File: config.mk
export PLATFORM = sky130hd
export DESIGN_NAME = smart_card_atr_parser
export DESIGN_NICKNAME = d
export VERILOG_FILES = /design/src/rtl/core/atrp_pkg.sv /design/src/rtl/core/atrp_in_stage.sv /design/src/rtl/core/atrp_parse.sv /design/src/rtl/core/atrp_out_stage.sv /design/src/rtl/core/smart_card_atr_parser.sv
export SDC_FILE = /design/constraint.sdc
export NUM_CORES = 1
export LEC_CHECK = 0
export BUFFER_PORTS_ARGS = -buffer_cell sky130_fd_sc_hd__buf_4
export CAP_MARGIN = 20
export CORE_MARGIN = 2
export CORE_UTILIZATION = 49
export DETAILED_ROUTE_END_ITERATION = 8
export PLACE_DENSITY = 0.68
export SYNTH_ARGS = -nofsm -noshare
export SYNTH_HDL_FRONTEND = slang
export SYNTH_SLANG_ARGS = --single-unit
File: constraint.sdc
create_clock -name clk_i -period 5.3 [get_ports clk_i]
set_input_delay 0.795 -clock clk_i [delete_from_list [all_inputs] [get_ports clk_i]]
set_output_delay 0.795 -clock clk_i [all_outputs]
set_load 0.01 [all_outputs]
File: src/rtl/core/atrp_pkg.sv
// Shared types and constants for the answer-to-reset parser.
// Payload structs, status codes and ISO default field values.
// No dependencies.
package atrp_pkg;

  // Number of interface groups that may be recorded
  localparam int unsigned MaxGroupsDef = 8;

  // TS value for the inverse convention
  localparam logic [7:0] TsInverse = 8'h3F;

  // ISO defaults for absent fields
  localparam logic [7:0] RateDefault  = 8'h11;
  localparam logic [7:0] GuardDefault = 8'h00;
  localparam logic [3:0] ProtoDefault = 4'h0;
  localparam logic [7:0] IfscDefault  = 8'd32;
  localparam logic [7:0] WaitDefault  = 8'h4D;

  // Protocol numbers that are supported
  localparam logic [3:0] ProtoT0 = 4'd0;
  localparam logic [3:0] ProtoT1 = 4'd1;

  typedef enum logic [1:0] {
    StatusOk          = 2'd0,
    StatusUnsupported = 2'd1,
    StatusEarlyEnd    = 2'd2
  } status_e;

  typedef enum logic [4:0] {
    PhTs    = 5'b00001,
    PhT0    = 5'b00010,
    PhIface = 5'b00100,
    PhHist  = 5'b01000,
    PhTail  = 5'b10000
  } phase_e;

  typedef struct packed {
    logic [7:0] atr_byte;
    logic       last_byte;
  } atrp_in_t;

  typedef struct packed {
    logic       checksum_ok;
    logic       inverse_convention;
    logic [7:0] rate_indices;
    logic [7:0] extra_guard;
    logic [3:0] protocol_type;
    logic [7:0] field_size;
    logic [7:0] wait_indices;
    logic [3:0] history_count;
    status_e    status;
  } atrp_res_t;

endpackage

File: src/rtl/core/atrp_in_stage.sv
// Input register of the answer-to-reset parser.
// Holds one request until the parse stage consumes it; uses atrp_pkg.
module atrp_in_stage import atrp_pkg::*; (
  input  logic     clk_i,
  input  logic     rst_ni,
  input  logic     in_valid_i,
  output logic     in_ready_o,
  input  atrp_in_t in_req_i,
  input  logic     consume_i,
  output logic     item_valid_o,
  output atrp_in_t item_o
);

  logic     valid_q, valid_d;
  atrp_in_t item_q;

  // Take a new request when empty or when the held one leaves this cycle
  assign in_ready_o = !valid_q || consume_i;
  assign valid_d    = (in_valid_i && in_ready_o) || (valid_q && !consume_i);

  always_ff @(posedge clk_i or negedge rst_ni) begin
    if (!rst_ni) begin
      valid_q <= 1'b0;
    end else begin
      valid_q <= valid_d;
    end
  end

  // Load payload on accept
  always_ff @(posedge clk_i) begin
    if (in_valid_i && in_ready_o) begin
      item_q <= in_req_i;
    end
  end

  assign item_valid_o = valid_q;
  assign item_o       = item_q;

endmodule

File: src/rtl/core/atrp_parse.sv
// Byte-serial parse stage: phase, indicator and capture registers.
// Advances the state by one byte per enable and forms the result; uses atrp_pkg.
module atrp_parse import atrp_pkg::*; #(
  parameter int unsigned MaxGroups = MaxGroupsDef
) (
  input  logic      clk_i,
  input  logic      rst_ni,
  input  logic      step_i,
  input  atrp_in_t  item_i,
  output logic      res_valid_o,
  output atrp_res_t res_o
);

  localparam int unsigned GroupW = $clog2(MaxGroups + 1);

  phase_e            phase_q, phase_d;
  logic [3:0]        pend_q, pend_d;
  logic [GroupW-1:0] group_q, group_d;
  logic [3:0]        hist_left_q, hist_left_d;
  logic [7:0]        xor_q, xor_d;
  logic [7:0]        rate_q, rate_d;
  logic [7:0]        guard_q, guard_d;
  logic [3:0]        proto_q, proto_d;
  logic [7:0]        ifsc_q, ifsc_d;
  logic [7:0]        wait_q, wait_d;
  logic [3:0]        hist_cnt_q, hist_cnt_d;
  logic              inv_q, inv_d;
  logic              unsup_q, unsup_d;
  logic              ovf_q, ovf_d;

  logic [7:0] b;
  logic       rec;
  logic       first_grp;
  logic       late_grp;
  logic       early;

  assign b         = item_i.atr_byte;
  assign rec       = !unsup_q && !ovf_q;
  assign first_grp = (group_q == GroupW'(1));
  assign late_grp  = (group_q > GroupW'(2));

  // Advance the parse state by one byte
  always_comb begin
    phase_d     = phase_q;
    pend_d      = pend_q;
    group_d     = group_q;
    hist_left_d = hist_left_q;
    xor_d       = xor_q;
    rate_d      = rate_q;
    guard_d     = guard_q;
    proto_d     = proto_q;
    ifsc_d      = ifsc_q;
    wait_d      = wait_q;
    hist_cnt_d  = hist_cnt_q;
    inv_d       = inv_q;
    unsup_d     = unsup_q;
    ovf_d       = ovf_q;

    unique case (phase_q)
      PhTs: begin
        inv_d   = (b == TsInverse);
        phase_d = PhT0;
      end
      PhT0: begin
        xor_d       = xor_q ^ b;
        pend_d      = b[7:4];
        hist_left_d = b[3:0];
        hist_cnt_d  = b[3:0];
        group_d     = GroupW'(1);
        if (b[7:4] == 4'd0) begin
          phase_d = (b[3:0] != 4'd0) ? PhHist : PhTail;
        end else begin
          phase_d = PhIface;
        end
      end
      PhIface: begin
        xor_d = xor_q ^ b;
        priority if (pend_q[0]) begin
          // TA byte
          pend_d = pend_q & 4'b1110;
          if (rec && first_grp) rate_d = b;
          if (rec && late_grp && proto_q == ProtoT1) ifsc_d = b;
        end else if (pend_q[1]) begin
          // TB byte
          pend_d = pend_q & 4'b1100;
          if (rec && late_grp) wait_d = b;
        end else if (pend_q[2]) begin
          // TC byte
          pend_d = pend_q & 4'b1000;
          if (rec && first_grp) guard_d = b;
        end else begin
          // TD byte: next indicator nibble
          pend_d = b[7:4];
          if (rec && first_grp) begin
            proto_d = b[3:0];
            if (b[3:0] != ProtoT0 && b[3:0] != ProtoT1) unsup_d = 1'b1;
          end
          if (group_q < GroupW'(MaxGroups)) begin
            group_d = group_q + GroupW'(1);
          end else begin
            ovf_d = 1'b1;
          end
        end
        if (pend_d == 4'd0) begin
          phase_d = (hist_left_q != 4'd0) ? PhHist : PhTail;
        end
      end
      PhHist: begin
        xor_d = xor_q ^ b;
        if (hist_left_q != 4'd0) hist_left_d = hist_left_q - 4'd1;
        if (hist_left_d == 4'd0) phase_d = PhTail;
      end
      PhTail: begin
        xor_d = xor_q ^ b;
      end
      default: begin
        phase_d = PhTs;
      end
    endcase
  end

  // Form the result from the updated state
  assign early = (phase_q == PhTs);

  always_comb begin
    res_o.checksum_ok        = !early && (xor_d == 8'd0);
    res_o.inverse_convention = inv_d;
    res_o.rate_indices       = rate_d;
    res_o.extra_guard        = guard_d;
    res_o.protocol_type      = proto_d;
    res_o.field_size         = ifsc_d;
    res_o.wait_indices       = wait_d;
    res_o.history_count      = early ? 4'd0 : hist_cnt_d;
    if (early) begin
      res_o.status = StatusEarlyEnd;
    end else if (unsup_d) begin
      res_o.status = StatusUnsupported;
    end else begin
      res_o.status = StatusOk;
    end
  end

  assign res_valid_o = step_i && item_i.last_byte;

  // Hold state; return to defaults after the last byte
  always_ff @(posedge clk_i or negedge rst_ni) begin
    if (!rst_ni) begin
      phase_q     <= PhTs;
      pend_q      <= 4'd0;
      group_q     <= GroupW'(1);
      hist_left_q <= 4'd0;
      xor_q       <= 8'd0;
      rate_q      <= RateDefault;
      guard_q     <= GuardDefault;
      proto_q     <= ProtoDefault;
      ifsc_q      <= IfscDefault;
      wait_q      <= WaitDefault;
      hist_cnt_q  <= 4'd0;
      inv_q       <= 1'b0;
      unsup_q     <= 1'b0;
      ovf_q       <= 1'b0;
    end else if (step_i) begin
      if (item_i.last_byte) begin
        phase_q     <= PhTs;
        pend_q      <= 4'd0;
        group_q     <= GroupW'(1);
        hist_left_q <= 4'd0;
        xor_q       <= 8'd0;
        rate_q      <= RateDefault;
        guard_q     <= GuardDefault;
        proto_q     <= ProtoDefault;
        ifsc_q      <= IfscDefault;
        wait_q      <= WaitDefault;
        hist_cnt_q  <= 4'd0;
        inv_q       <= 1'b0;
        unsup_q     <= 1'b0;
        ovf_q       <= 1'b0;
      end else begin
        phase_q     <= phase_d;
        pend_q      <= pend_d;
        group_q     <= group_d;
        hist_left_q <= hist_left_d;
        xor_q       <= xor_d;
        rate_q      <= rate_d;
        guard_q     <= guard_d;
        proto_q     <= proto_d;
        ifsc_q      <= ifsc_d;
        wait_q      <= wait_d;
        hist_cnt_q  <= hist_cnt_d;
        inv_q       <= inv_d;
        unsup_q     <= unsup_d;
        ovf_q       <= ovf_d;
      end
    end
  end

endmodule

File: src/rtl/core/atrp_out_stage.sv
// Result register of the answer-to-reset parser.
// Holds one result until the consumer takes it; uses atrp_pkg.
module atrp_out_stage import atrp_pkg::*; (
  input  logic      clk_i,
  input  logic      rst_ni,
  input  logic      load_i,
  input  atrp_res_t res_i,
  output logic      free_o,
  output logic      out_valid_o,
  input  logic      out_ready_i,
  output atrp_res_t out_res_o
);

  logic      valid_q, valid_d;
  atrp_res_t res_q;

  // Free when empty or when the held result leaves this cycle
  assign free_o  = !valid_q || out_ready_i;
  assign valid_d = load_i || (valid_q && !out_ready_i);

  always_ff @(posedge clk_i or negedge rst_ni) begin
    if (!rst_ni) begin
      valid_q <= 1'b0;
    end else begin
      valid_q <= valid_d;
    end
  end

  always_ff @(posedge clk_i) begin
    if (load_i) begin
      res_q <= res_i;
    end
  end

  assign out_valid_o = valid_q;
  assign out_res_o   = res_q;

endmodule

File: src/rtl/core/smart_card_atr_parser.sv
// Answer-to-reset parser, top level: input register, parse stage, result register.
// Depends on atrp_pkg, atrp_in_stage, atrp_parse and atrp_out_stage.
//
// Feed the answer-to-reset one byte per request, starting at TS, with
// last_byte set on the final byte. The block takes one byte every cycle
// while no last byte waits for a held result register; each byte is parsed
// combinationally out of the input register, so the rate is one byte per
// clock under that condition. A last byte is taken into the input register,
// parsed, and its result loaded into the result register; it carries TS
// convention, TA1, TC1, the TD1 protocol, IFSC, BWI/CWI, the historical
// byte count, the TCK check and a status code; absent fields read as ISO
// defaults. After the last byte the parser returns to its reset state, so
// the next answer-to-reset may follow at once. Input stalls only while a
// last byte waits for a result register that is still held.
module smart_card_atr_parser import atrp_pkg::*; #(
  parameter int unsigned MaxGroups = MaxGroupsDef
) (
  input  logic      clk_i,
  input  logic      rst_ni,
  input  logic      in_valid_i,
  output logic      in_ready_o,
  input  atrp_in_t  in_req_i,
  output logic      out_valid_o,
  input  logic      out_ready_i,
  output atrp_res_t out_res_o
);

  logic      item_valid;
  atrp_in_t  item;
  logic      step;
  logic      out_free;
  logic      res_valid;
  atrp_res_t res;

  // Advance unless a last byte waits for the result register
  assign step = item_valid && (!item.last_byte || out_free);

  atrp_in_stage u_in (
    .clk_i       (clk_i),
    .rst_ni      (rst_ni),
    .in_valid_i  (in_valid_i),
    .in_ready_o  (in_ready_o),
    .in_req_i    (in_req_i),
    .consume_i   (step),
    .item_valid_o(item_valid),
    .item_o      (item)
  );

  atrp_parse #(
    .MaxGroups(MaxGroups)
  ) u_parse (
    .clk_i      (clk_i),
    .rst_ni     (rst_ni),
    .step_i     (step),
    .item_i     (item),
    .res_valid_o(res_valid),
    .res_o      (res)
  );

  atrp_out_stage u_out (
    .clk_i      (clk_i),
    .rst_ni     (rst_ni),
    .load_i     (res_valid),
    .res_i      (res),
    .free_o     (out_free),
    .out_valid_o(out_valid_o),
    .out_ready_i(out_ready_i),
    .out_res_o  (out_res_o)
  );

endmodule
==> metrics list, run 1 <==
- Clk_skew: 0.0104 ns
- The die covers 13900 sq um.
- After clock tree synthesis, the flow added hold-fix buffers numbering 0.
- The endpoint identified for the worst register-to-register timing path is u_out.out_res_o[11].
- Flop-to-flop setup slack: 2.40 ns
- Site Rows: 41
- Total clock buffers created by CTS: 17
- Gr usage total: 22.1%
- Max clock buf depth: 2
* Starting DRC count in detailed routing: 398
- At the worst endpoint, the arrival time is 3.08 ns.
- Setup repair after global routing left no endpoint under its margin.
- Clock share of power: 35.7%
- Of the available clock period, the critical path in the final layout requires 54.8%.
- For this run, the post-layout net count is 653.
* Final Hold Violating Endpoints: 0
* Count of maximum capacitance violations: 0
- Commonest register cell after synthesis: dfrtp_1
* Total leakage power: 2.96 nW
* Post-Syn Instances: 607
- Post-synth top cells: nand2_1, dfrtp_1, edfxtp_1
- Transition time of the tightest slew-check pin: 0.944 ns
- Setup violations remaining at the end of the flow were counted as 0.
* WP data required: 5.47 ns
* Reg-to-Reg Start: u_parse.phase_q[2]
- Number of max-slew violations in the final report: 0
- Horizontal extent of the die: 118 um
- Summed over all layers, the global routing overflow is 0.
- The global routing stage identified its most utilized layer as met2.
- Post-synth design cell area: 6350 sq um
- Register-to-Register Path Depth: 4
* Share of flip-flops with an asynchronous set or reset: 56.9%
- Yosys attributes the largest share of cell area to edfxtp_1, dfrtp_1, nand2_1, dfstp_2, o21ai_0.
- Static timing analysis puts the maximum clock frequency at 344 MHz.
- Average wire length per cell after detail routing: 17.8 um
- Compared with the post-synthesis result, the final layout area differs by 16.2%.
- Using the TritonRoute via totals, the vias-per-cell ratio works out to 5.90.
- STA classifies the critical path endpoint as a register.
- Resize count post-CTS: 0
- The worst setup path is launched from a register.
- Register clock-pin slew on the reported worst setup and hold paths: 0.05 ns
- The floorplan step set the die height to 118 um.
- Peak ir drop on the vdd network: 0.265 mV
- Buffer type at the clock tree root: clkbuf_16
* Initial antenna violation count: 0
- Routed WL: 14600 um
- For this run, global-route usage on met1 was measured as 28.6%.
- Clock tree from TritonCTS: done
- DRC viols: 0
* Global routing usage on met2: 34.8%
- Final hold analysis gives a worst-case slack of 0.492 ns.
* Largest net degree at the start of global routing: 84
- H-tree lvl count: 4
- The synthesized design contains 53 enable-type register cells.
- The top cell type by area accounts for 25.1% of the synthesized area.
- In this run the cell area measured after placement is 6820 sq um.
- For this design the ratio of total power to cell area is 426 nW/um^2.
* Average footprint of a synthesized cell: 10.5 sq um
* Synthesis warning total: 0
* Num ports: 59
- By startpoint and endpoint, the worst setup path is classified as register to register.
* Met3 layer usage reported by global route: 6.06%
- Number of detailed-routing iterations run before antenna repair: 6
* Post-route ant nets: 0
* Part of the Yosys area used for sequential elements: 52.8%
- The clock reaches the later pin of the worst-skew pair after 0.43 ns.
- Final Cell Area: 7380 sq um
- Count of cell types in the netlist: 65
* Fraction of final layout cells sized beyond drive strength 1: 21.9%
- Num Clock Sinks: 123
- In this run the power spent charging and discharging nets is 0.931 mW.
* Headroom to the max-slew limit: 37.1%
- The via count of the first global-routing pass was 4644.
* I/O Buffers: 58
* Final critical-path required period: 2.90 ns
* Sum of negative setup slack: 0 ns
- The first global-routing pass estimated 24000 um of wire.
- RePlAce Congestion: 0.852
* HPWL after detailed placement: 9080 um
* Synthesized Nets: 623
- Core box area: 12600 sq um
- Post-CTS setup repair buffer count: 0
- Max Fanout on Critical Path: 23
* Proportion of power drawn by flip-flops and latches: 44.0%
- Fraction of power spent switching nets: 29.6%
* Internal Dissipation: 2.21 mW
- Run status: finished, final reports clean
- Hold Path Class: input port to async pin
* Most instantiated library cell after synthesis: nand2_1
* Synthesized flop and latch total: 123
- The synthesized design spends more area on one cell type than any other, namely edfxtp_1.
* Part of the total power dissipated in combinational logic: 20.3%
- Detailed-route via count: 4834
- Initial standard-cell utilization of the core: 50.3%
- The repair_antennas step left the layout with diodes totalling 0.
[layout make-up]
| type | count | area, sq um |
|---|---|---|
| Clock buffer | 19 | 433 |
| Inverter | 9 | 33.8 |
| Timing Repair Buffer | 65 | 488 |
| Tap cell | 172 | 215 |
| Fill cell | 1084 | 5240 |
| Multi-Input combinational cell | 421 | 2730 |
| Clock inverter | 11 | 129 |
| Sequential cell | 123 | 3350 |
[cell usage in the layout (no fill, tap or decap), types with 8 or more instances in the layout]
cell type	netlist	routed
a21oi_1	10	10
a22oi_1	14	14
buf_4	1	65
clkbuf_16	0	17
dfrtp_1	61	61
dfstp_2	9	9
edfxtp_1	53	53
inv_1	9	8
mux2_2	19	19
mux2_4	8	8
mux2i_1	12	12
nand2_1	95	94
nand2b_1	11	11
nand3_1	9	9
nand3b_1	8	8
nor2_1	48	48
nor3_1	16	16
nor3b_1	12	12
nor4_1	8	8
o21ai_0	44	44
o31ai_1	10	10
[metal layers]
layer	up-vias	part of all wire (%)
met4	0	2.6
met3	42	7.4
met5	-	0
li1	2273	-
met1	2341	41
met2	178	49
[cell families (layout without fill, tap and decap cells)]
kind of cell | count (synthesis) | after routing | share of synthesized area, %
and+or+nand+nor | 242 | 242 | 19.6
AOI/OAI and AO/OA | 129 | 129 | 14.4
DFF | 123 | 123 | 52.8
buffers and inverters | 63 | 104 | 4.27
muxes | 39 | 39 | 7.15
xor gates and xnor gates | 8 | 8 | 1.10
adders and majority gates | 3 | 3 | 0.591
[power by group through the flow]
stage / clock [mW] / combinational, mW / sequential (mW)
finish: 1.12 / 0.638 / 1.38
global route: 1.18 / 0.721 / 1.41
CTS: 1.14 / 0.645 / 1.38
detailed placement: 0 / 0.641 / 1.39
global placement: 0 / 0.615 / 1.38
floorplan: 0 / 0.509 / 1.31
[through the flow]
step           total power [mW]  worst slack [ns]  utilization (%)  cells
2_1_floorplan              1.82              2.39                -    607
3_3_place_gp               2.00              2.32             54.0    790
3_5_place_dp               2.03              2.24             54.0    790
4_1_cts                    3.16              2.44             58.5    820
5_1_grt                    3.31              2.21             58.5    820
6_report                   3.14              2.40             58.5    820
[worst max path at each step]
stage / slack [ns] / endpoint / cells past startpoint / startpoint
2_1_floorplan: 2.39 / u_out.out_res_o[0] / 6 / out_ready_i
6_report: 2.40 / u_out.out_res_o[11] / 4 / u_parse.phase_q[2]
4_1_cts: 2.44 / u_out.out_res_o[11] / 4 / u_parse.phase_q[2]
5_1_grt: 2.21 / u_out.out_res_o[11] / 4 / u_parse.phase_q[2]
3_3_place_gp: 2.32 / u_out.out_res_o[0] / 6 / out_ready_i
3_5_place_dp: 2.24 / u_out.out_res_o[42] / 6 / out_ready_i
[registers in the layout, indices dropped and copies added (netlist names), 4 cells and up]
signal               cells
u_out.out_res_o         44
u_parse.wait_q           8
u_parse.guard_q          8
u_parse.group_q          4
u_parse.ifsc_q           8
u_parse.proto_q          4
u_parse.rate_q           8
u_parse.phase_q          5
u_parse.xor_q            8
u_parse.hist_left_q      4
u_parse.pend_q           4
u_parse.hist_cnt_q       4
u_in.item_o              9
[critical path, cell delays in order, from the launching register on]
cell and delay (ns):
dfrtp_1 0.59, or4b_4 0.59, nor4_4 0.61, nand3b_4 0.44
mux2_4 0.42
Power figures use the tool's default switching activity.
==> run 2, diff against run 1 <==
--- a/config.mk
+++ b/config.mk
@@ -10,7 +10,7 @@
 export CORE_MARGIN = 2
 export CORE_UTILIZATION = 49
 export DETAILED_ROUTE_END_ITERATION = 8
-export PLACE_DENSITY = 0.68
+export PLACE_DENSITY = 0.7
 export SYNTH_ARGS = -nofsm -noshare
 export SYNTH_HDL_FRONTEND = slang
 export SYNTH_SLANG_ARGS = --single-unit
==> constraint.sdc (replaced) <==
create_clock -name clk_i -period 2.5 [get_ports clk_i]
set_input_delay 0.375 -clock clk_i [delete_from_list [all_inputs] [get_ports clk_i]]
set_output_delay 0.375 -clock clk_i [all_outputs]
set_load 0.01 [all_outputs]
==> run 2 against run 1 <==
  * Non-clock buffer count rose by 37
  * Cell count is 4.8% higher
  * First-iteration DRC count fell by 1.3%
  * Utilization rose by 2.7 points
  * Maximum frequency rose by 23%
  * Register-to-register slack worse by 2.3 ns
==> metrics list, run 2 (synthesis results as in run 1) <==
- The worst path setup slack after routing is 0.145 ns (-2.25 ns).
* Starting DRC count in detailed routing: 393 (-1.3%)
* Met1 track demand over resource: 30.4% (+1.8 points)
- Vias in the first global route: 4877 (+5.0%)
* H-tree lvl count: 4 (unchanged)
- Site Rows: 41 (unchanged)
- Average wire length per cell after detail routing: 17.7 um (-0.66%)
- The x dimension of the die came to 118 um (unchanged).
- Vert. Die Dim: 118 um (unchanged)
* FMAX: 425 MHz (+23%)
- The ratio of routed vias to standard cells was 5.81 (-1.5%).
* Global routing's busiest layer: met2
- Met3 layer usage reported by global route: 4.84% (-1.2 points)
* HPWL after detailed placement: 9660 um (+6.5%)
- Count of hold-fix buffers inserted at cts: 0 (unchanged)
* Number of detailed-routing iterations run before antenna repair: 5 (-1)
- Reg-to-Reg End: u_out.out_res_o[29]
* Routed WL: 15200 um (+4.1%)
- Arrival time of data at the critical path endpoint: 2.52 ns (-0.56 ns)
- Final Hold Violating Endpoints: 0 (unchanged)
- The area of the die came to 13900 sq um (unchanged).
* Clk_skew: 0.00718 ns (-0.00319 ns)
- Gr usage total: 23.0% (+0.92 points)
- The number of nets with antenna violations after routing was 0 (unchanged).
- Register cell area after layout: 3350 sq um (unchanged)
* Total leakage power: 3.16 nW (+6.7%)
- The share of cells above drive strength 1 came to 27.7% (+5.7 points).
* Final cycle utilization of the critical path: 94.2% (+39 points)
- Number of fillers in the final layout: 1063 (-1.9%)
- The initial antenna violation count came to 0 (unchanged).
- The antenna diode count is 0 (unchanged).
- Total congestion overflow after global routing: 0 (unchanged)
* WP data required: 2.67 ns (-2.80 ns)
* I/O Buffers: 58 (unchanged)
- Most frequent cells in the layout: buf_4, nand2_1, dfrtp_1, edfxtp_1, nor2_1
- Worst hold slack: 0.104 ns (-0.389 ns)
- The total of endpoints with negative setup slack in the final report is 0 (unchanged).
- Power per cell area: 880 nW/um^2 (+110%)
- The number of non-filler instances in the completed layout was 859 (+4.8%).
- The number of buffers added by the clock tree synthesis step is 17 (unchanged).
* Commonest non-fill, non-tap cell in the layout: buf_4
- CTS placed an instance of clkbuf_16 at the clock tree root.
- Max Fanout on Critical Path: 5 (-78%)
- In this run the critical register-to-register path is launched from u_parse.group_q[0].
* DRC viols: 0 (unchanged)
- The area used by multi-input combinational logic was 2750 sq um (+0.73%).
* Startpoint types: register
- The max-cap check violation count came to 0 (unchanged).
- Register clock-pin slew on the reported worst setup and hold paths: 0.06 ns (about the same)
* Wire length of the first global-routing pass: 25100 um (+4.7%)
* Flop-to-flop setup slack: 0.14 ns (-2.25 ns)
- Initial standard-cell utilization of the core: 50.3% (unchanged)
* Largest net degree at the start of global routing: 75 (-11%)
- The worst slack at placement is -0.0330 ns (-2.27 ns).
- Peak ir drop on the vdd network: 0.350 mV (+32%)
- Max clock buf depth: 2 (unchanged)
- Element type at the critical path end: register
* Detailed-route via count: 4989 (+3.2%)
- Num ports: 59 (unchanged)
* RSZ-0062 raised after global routing: no
* Clk_lat worst skew: 0.42 ns (about the same)
- Transition time of the tightest slew-check pin: 0.919 ns (-0.0247 ns)
- TritonCTS built the clock tree.
* Relative area change from synthesis to final layout: 21.6%
* Total instance count after detailed placement: 822 (+4.1%)
- The final weighted congestion in routability-driven placement is 0.832 (-2.4%).
- The global routing met2 resource utilization is 36.7% (+1.9 points).
* Num Clock Sinks: 123 (unchanged)
- Hold Path Class: input port to async pin
- The minimum period implied by the final worst setup slack was 2.36 ns (-0.548 ns).
- Core box area: 12600 sq um (unchanged)
- Register-to-Register Path Depth: 7 (+3)
* Run status: finished, final reports clean
- The worst setup path is of the register to register kind.
- The layout net count was 690 (+5.7%).
- Number of max-slew violations in the final report: 0 (unchanged)
* Headroom to the max-slew limit: 38.7% (+1.6 points)
- The flip-flop count of the largest register after layout was 44 (unchanged).
## run 2: layout make-up
type,count,area share (%)
Sequential cell,123,43.4
Multi-Input combinational cell,421,35.6
Timing Repair Buffer,102,10.2
Clock buffer,19,5.86
Tap cell,172,2.79
Clock inverter,13,1.62
Inverter,9,0.486
## run 2: power by group
group | total (mW) | internal (mW) | leakage [nW] | switching (mW)
registers | 2.82 | 2.52 | 1.42 | 0.295
clock network | 2.38 | 1.50 | 0.280 | 0.880
logic | 1.60 | 0.724 | 1.46 | 0.879
## run 2: through the flow
step / power [mW] / utilization [%] / TNS, ns / instance area, sq um
floorplan: 3.86 / - / 0 / 6360
global placement: 4.33 / 56.1 / 0 / 7080
detailed placement: 4.42 / 56.1 / -0.0390 / 7080
CTS: 6.82 / 60.7 / 0 / 7660
global route: 7.15 / 61.2 / 0 / 7720
finish: 6.80 / 61.2 / 0 / 7720
## run 2: layer usage
layer | vias up | share of wire [%]
li1 | 2346 | -
met3 | 34 | 6.5
met4 | 0 | 2.5
met5 | - | 0
met2 | 194 | 49
met1 | 2415 | 42
## run 2: how the worst max path moves through the flow
stage | from | to | slack, ns | cells after the start
finish | u_parse.group_q[0] | u_out.out_res_o[29] | 0.14 | 7
floorplan | u_parse.group_q[0] | u_out.out_res_o[23] | 0.009 | 7
detailed placement | u_parse.group_q[0] | u_parse.guard_q[5] | -0.03 | 7
CTS | u_parse.phase_q[3] | u_out.out_res_o[24] | 0.02 | 6
global placement | u_parse.group_q[0] | u_parse.guard_q[2] | 0.07 | 7
global route | u_parse.phase_q[1] | u_out.out_res_o[43] | 0.07 | 6
## run 2: what timing repair did
item,in CTS,in global routing
setup buffers,0,5
pin swaps,1,1
resized for setup,2,5
endpoints found under the setup margin,5,21
## run 2: critical path, cell delays in order, from the launching register on
cell and delay (ns):
dfstp_2 0.53, ha_1 0.15, or3b_4 0.39, nor4_4 0.30, buf_4 0.17, nand3_4 0.12
buf_4 0.17, mux2_2 0.27
==> run 3, diff against run 2 <==
--- a/config.mk
+++ b/config.mk
@@ -7,10 +7,13 @@
 export LEC_CHECK = 0
 export BUFFER_PORTS_ARGS = -buffer_cell sky130_fd_sc_hd__buf_4
 export CAP_MARGIN = 20
+export CELL_PAD_IN_SITES_DETAIL_PLACEMENT = 1
+export CELL_PAD_IN_SITES_GLOBAL_PLACEMENT = 2
 export CORE_MARGIN = 2
-export CORE_UTILIZATION = 49
+export CORE_UTILIZATION = 35
 export DETAILED_ROUTE_END_ITERATION = 8
-export PLACE_DENSITY = 0.7
+export PLACE_DENSITY_LB_ADDON = 0.1
+export SKIP_CTS_REPAIR_TIMING = 1
 export SYNTH_ARGS = -nofsm -noshare
 export SYNTH_HDL_FRONTEND = slang
 export SYNTH_SLANG_ARGS = --single-unit
==> run 3 against run 2 <==
  * Utilization down 17 points
  * Largest cell class unchanged
  * Maximum frequency down 2.9%
  * Combinational power up 6%
  * Via count down 0.72%
  * Worst hold slack better by 0.024 ns
  * Clock skew up 0.0031 ns
  * Clock power up 15%
  * Critical path type unchanged
  * Wire length up 20%
  * Sequential cell count unchanged
  * Power up 6.2%
  * Final area up 2.5%
==> metrics list, run 3 (synthesis results as in run 1) <==
- The global-route wire length before repair was 29500 um (+17%).
- Buf/Inv on CP: 1 (-1)
- The worst register-to-register path begins at u_parse.phase_q[3].
- Core Util, Final: 44.2% (-17 points)
* Run status: finished, final reports clean
- Clock tree from TritonCTS: done
- The sequential cell fraction of total power is 38.7% (-2.7 points).
* Placement Cell Area: 7240 sq um (+2.2%)
* Fraction of power spent switching nets: 30.3% (+0.11 points)
* Final Cell Area: 7920 sq um (+2.5%)
* Worst hold slack: 0.128 ns (+0.0240 ns)
- Part of the total power dissipated in combinational logic: 23.4% (-0.2 points)
- Clk_skew: 0.0103 ns (+0.00310 ns)
- The total grt overflow was 0 (unchanged).
- The ratio of routed vias to standard cells came to 5.39 (-7.2%).
* Reg-to-Reg End: u_out.out_res_o[19]
- Non-Filler Instances: 919 (+7.0%)
- The total of buffers placed on input and output ports is 58 (unchanged).
- The most critical setup path has its endpoint at u_out.out_res_o[19].
* Top cell family by delay on the critical path: simple AND/OR/NAND/NOR gates
- Peak ir drop on the vdd network: 0.494 mV (+41%)
- Sum of negative setup slack: 0 ns (unchanged)
- Starting DRC count in detailed routing: 252 (-36%)
- Clock tree synthesis selected as its root buffer the cell clkbuf_16.
- Crit path cell chain: or4b_4, nor4_4, buf_4, nand2_2, mux2_2
* Net switching component of the power: 2.19 mW (+6.6%)
- The power density over cell area came to 912 nW/um^2 (+3.6%).
- Headroom to the max-slew limit: 40.8% (+2.1 points)
- Setup repair after global routing left no endpoint under its margin.
* Most frequent cells in the layout: buf_4, nand2_1, dfrtp_1, edfxtp_1, nor2_1
- The share of cells above drive strength 1 came to 27.4% (-0.27 points).
- Gr usage total: 19.6% (-3.4 points)
- The via count of the first global-routing pass is 5202 (+6.7%).
- DRC viols: 0 (unchanged)
- Initial standard-cell utilization of the core: 35.5% (-15 points)
* Count of maximum capacitance violations: 0 (unchanged)
* Worst slack, placed: -0.00987 ns (+0.0231 ns)
- The cell internal power dissipation is 5.03 mW (+6.0%).
* Transition time of the tightest slew-check pin: 0.887 ns (-0.0319 ns)
- The path length in cells of the critical path was 5 (-2).
- Max Fanout on Critical Path: 10 (+5)
- The initial antenna violation count was 0 (unchanged).
- The reg-to-reg setup timing slack was 0.07 ns (-0.07 ns).
- The final critical-path share of the clock period came to 97.1% (+2.9 points).
- The number of nets with antenna violations after routing is 0 (unchanged).
* Average wire length per cell after detail routing: 19.8 um (+12%)
- Largest register FFs: 44 (unchanged)
- Nets@finish: 693 (+0.43%)
- The antenna diode count is 0 (unchanged).
* Number of detailed-routing iterations run before antenna repair: 4 (-1)
* Number of max-slew violations in the final report: 0 (unchanged)
- Max clock buf depth: 2 (unchanged)
* Commonest non-fill, non-tap cell in the layout: buf_4
- The die height is 139 um (+18%).
* Horizontal extent of the die: 139 um (+18%)
- Detailed-route via count: 4953 (-0.72%)
- STA classifies the critical path startpoint as a register.
- CP Class: register to register
- The number of rows created at floorplan is 49 (+20%).
* Die Area: 19200 sq um (+39%)
- The longest individual stage delay on the worst path came to 0.61 ns (+0.08 ns).
- Relative area change from synthesis to final layout: 24.6%
* Beginning of the critical path: u_parse.phase_q[3]
- The TritonCTS sink count came to 123 (unchanged).
- Core box area: 17900 sq um (+42%)
- The portion of total power attributed to the clock network is 37.9% (+2.9 points).
- Total instance count after detailed placement: 884 (+7.5%)
- Num ports: 59 (unchanged)
- Element type at the critical path end: register
- The worst reg2reg path depth came to 5 (-2).
* Multi-input combinational cell area: 2750 sq um (about the same)
- Cell with the biggest individual delay on the critical path: or4b_4
- The maximum number of pins on one net before global-route repair is 55 (-27%).
- The flip-flop and latch area was 3350 sq um (unchanged).
- The number of levels the H-tree was split into came to 4 (unchanged).
- Hold Path Class: input port to register
* Clk_lat worst skew: 0.42 ns (about the same)
- RePlAce Congestion: 0.746 (-10%)
* Design Power: 7.22 mW (+6.2%)
- Total clock buffers created by CTS: 17 (unchanged)
* Final critical-path required period: 2.43 ns (+0.0715 ns)
- Final Hold Violating Endpoints: 0 (unchanged)
* Routed WL: 18200 um (+20%)
- FMAX: 412 MHz (-2.9%)
* Arrival time of data at the critical path endpoint: 2.60 ns (+0.08 ns)
* HPWL after detailed placement: 12000 um (+24%)
- The worst path setup slack after routing is 0.0731 ns (-0.0715 ns).
- Register clock-pin slew on the reported worst setup and hold paths: 0.06 ns (about the same)
- WP data required: 2.67 ns (about the same)
- The total of endpoints with negative setup slack in the final report was 0 (unchanged).
* Total leakage power: 3.22 nW (+2.1%)
* Number of fillers in the final layout: 1997 (+88%)
==> run 3: power by group through the flow <==
stage               logic, mW  clock network, mW  registers (mW)
floorplan                1.08                  0            2.78
global placement         1.63                  0            2.81
detailed placement       1.68                  0            2.83
CTS                      1.70               2.79            2.80
global route             1.88               2.88            2.85
finish                   1.69               2.74            2.80
==> run 3: how the worst min path moves through the flow <==
stage	from	endpoint	slack, ns	cells past startpoint
2_1_floorplan	rst_ni	u_in.item_valid_o	0.08	0
3_3_place_gp	rst_ni	u_parse.hist_left_q[1]	0.42	1
3_5_place_dp	rst_ni	u_in.item_valid_o	0.43	1
4_1_cts	rst_ni	u_parse.xor_q[1]	-0.02	1
5_1_grt	in_req_i[2]	u_in.item_o[2]	0.11	1
6_report	in_req_i[5]	u_in.item_o[5]	0.13	1
==> run 3: cell type report <==
cell class,count,share of cell area [%]
clock inverter,14,2.73
clock buffer,18,5.42
tap,229,3.62
sequential,123,42.4
inverter,9,0.474
multi-input combinational,422,34.7
timing repair buffer,104,10.7
==> run 3: routing by layer <==
metal / part of all wire, % / GRT usage, %
met1: 46 / 25.9
met2: 49 / 32.8
met3: 3.1 / 3.59
met4: 1.6 / 6.38
met5: 0 / 0
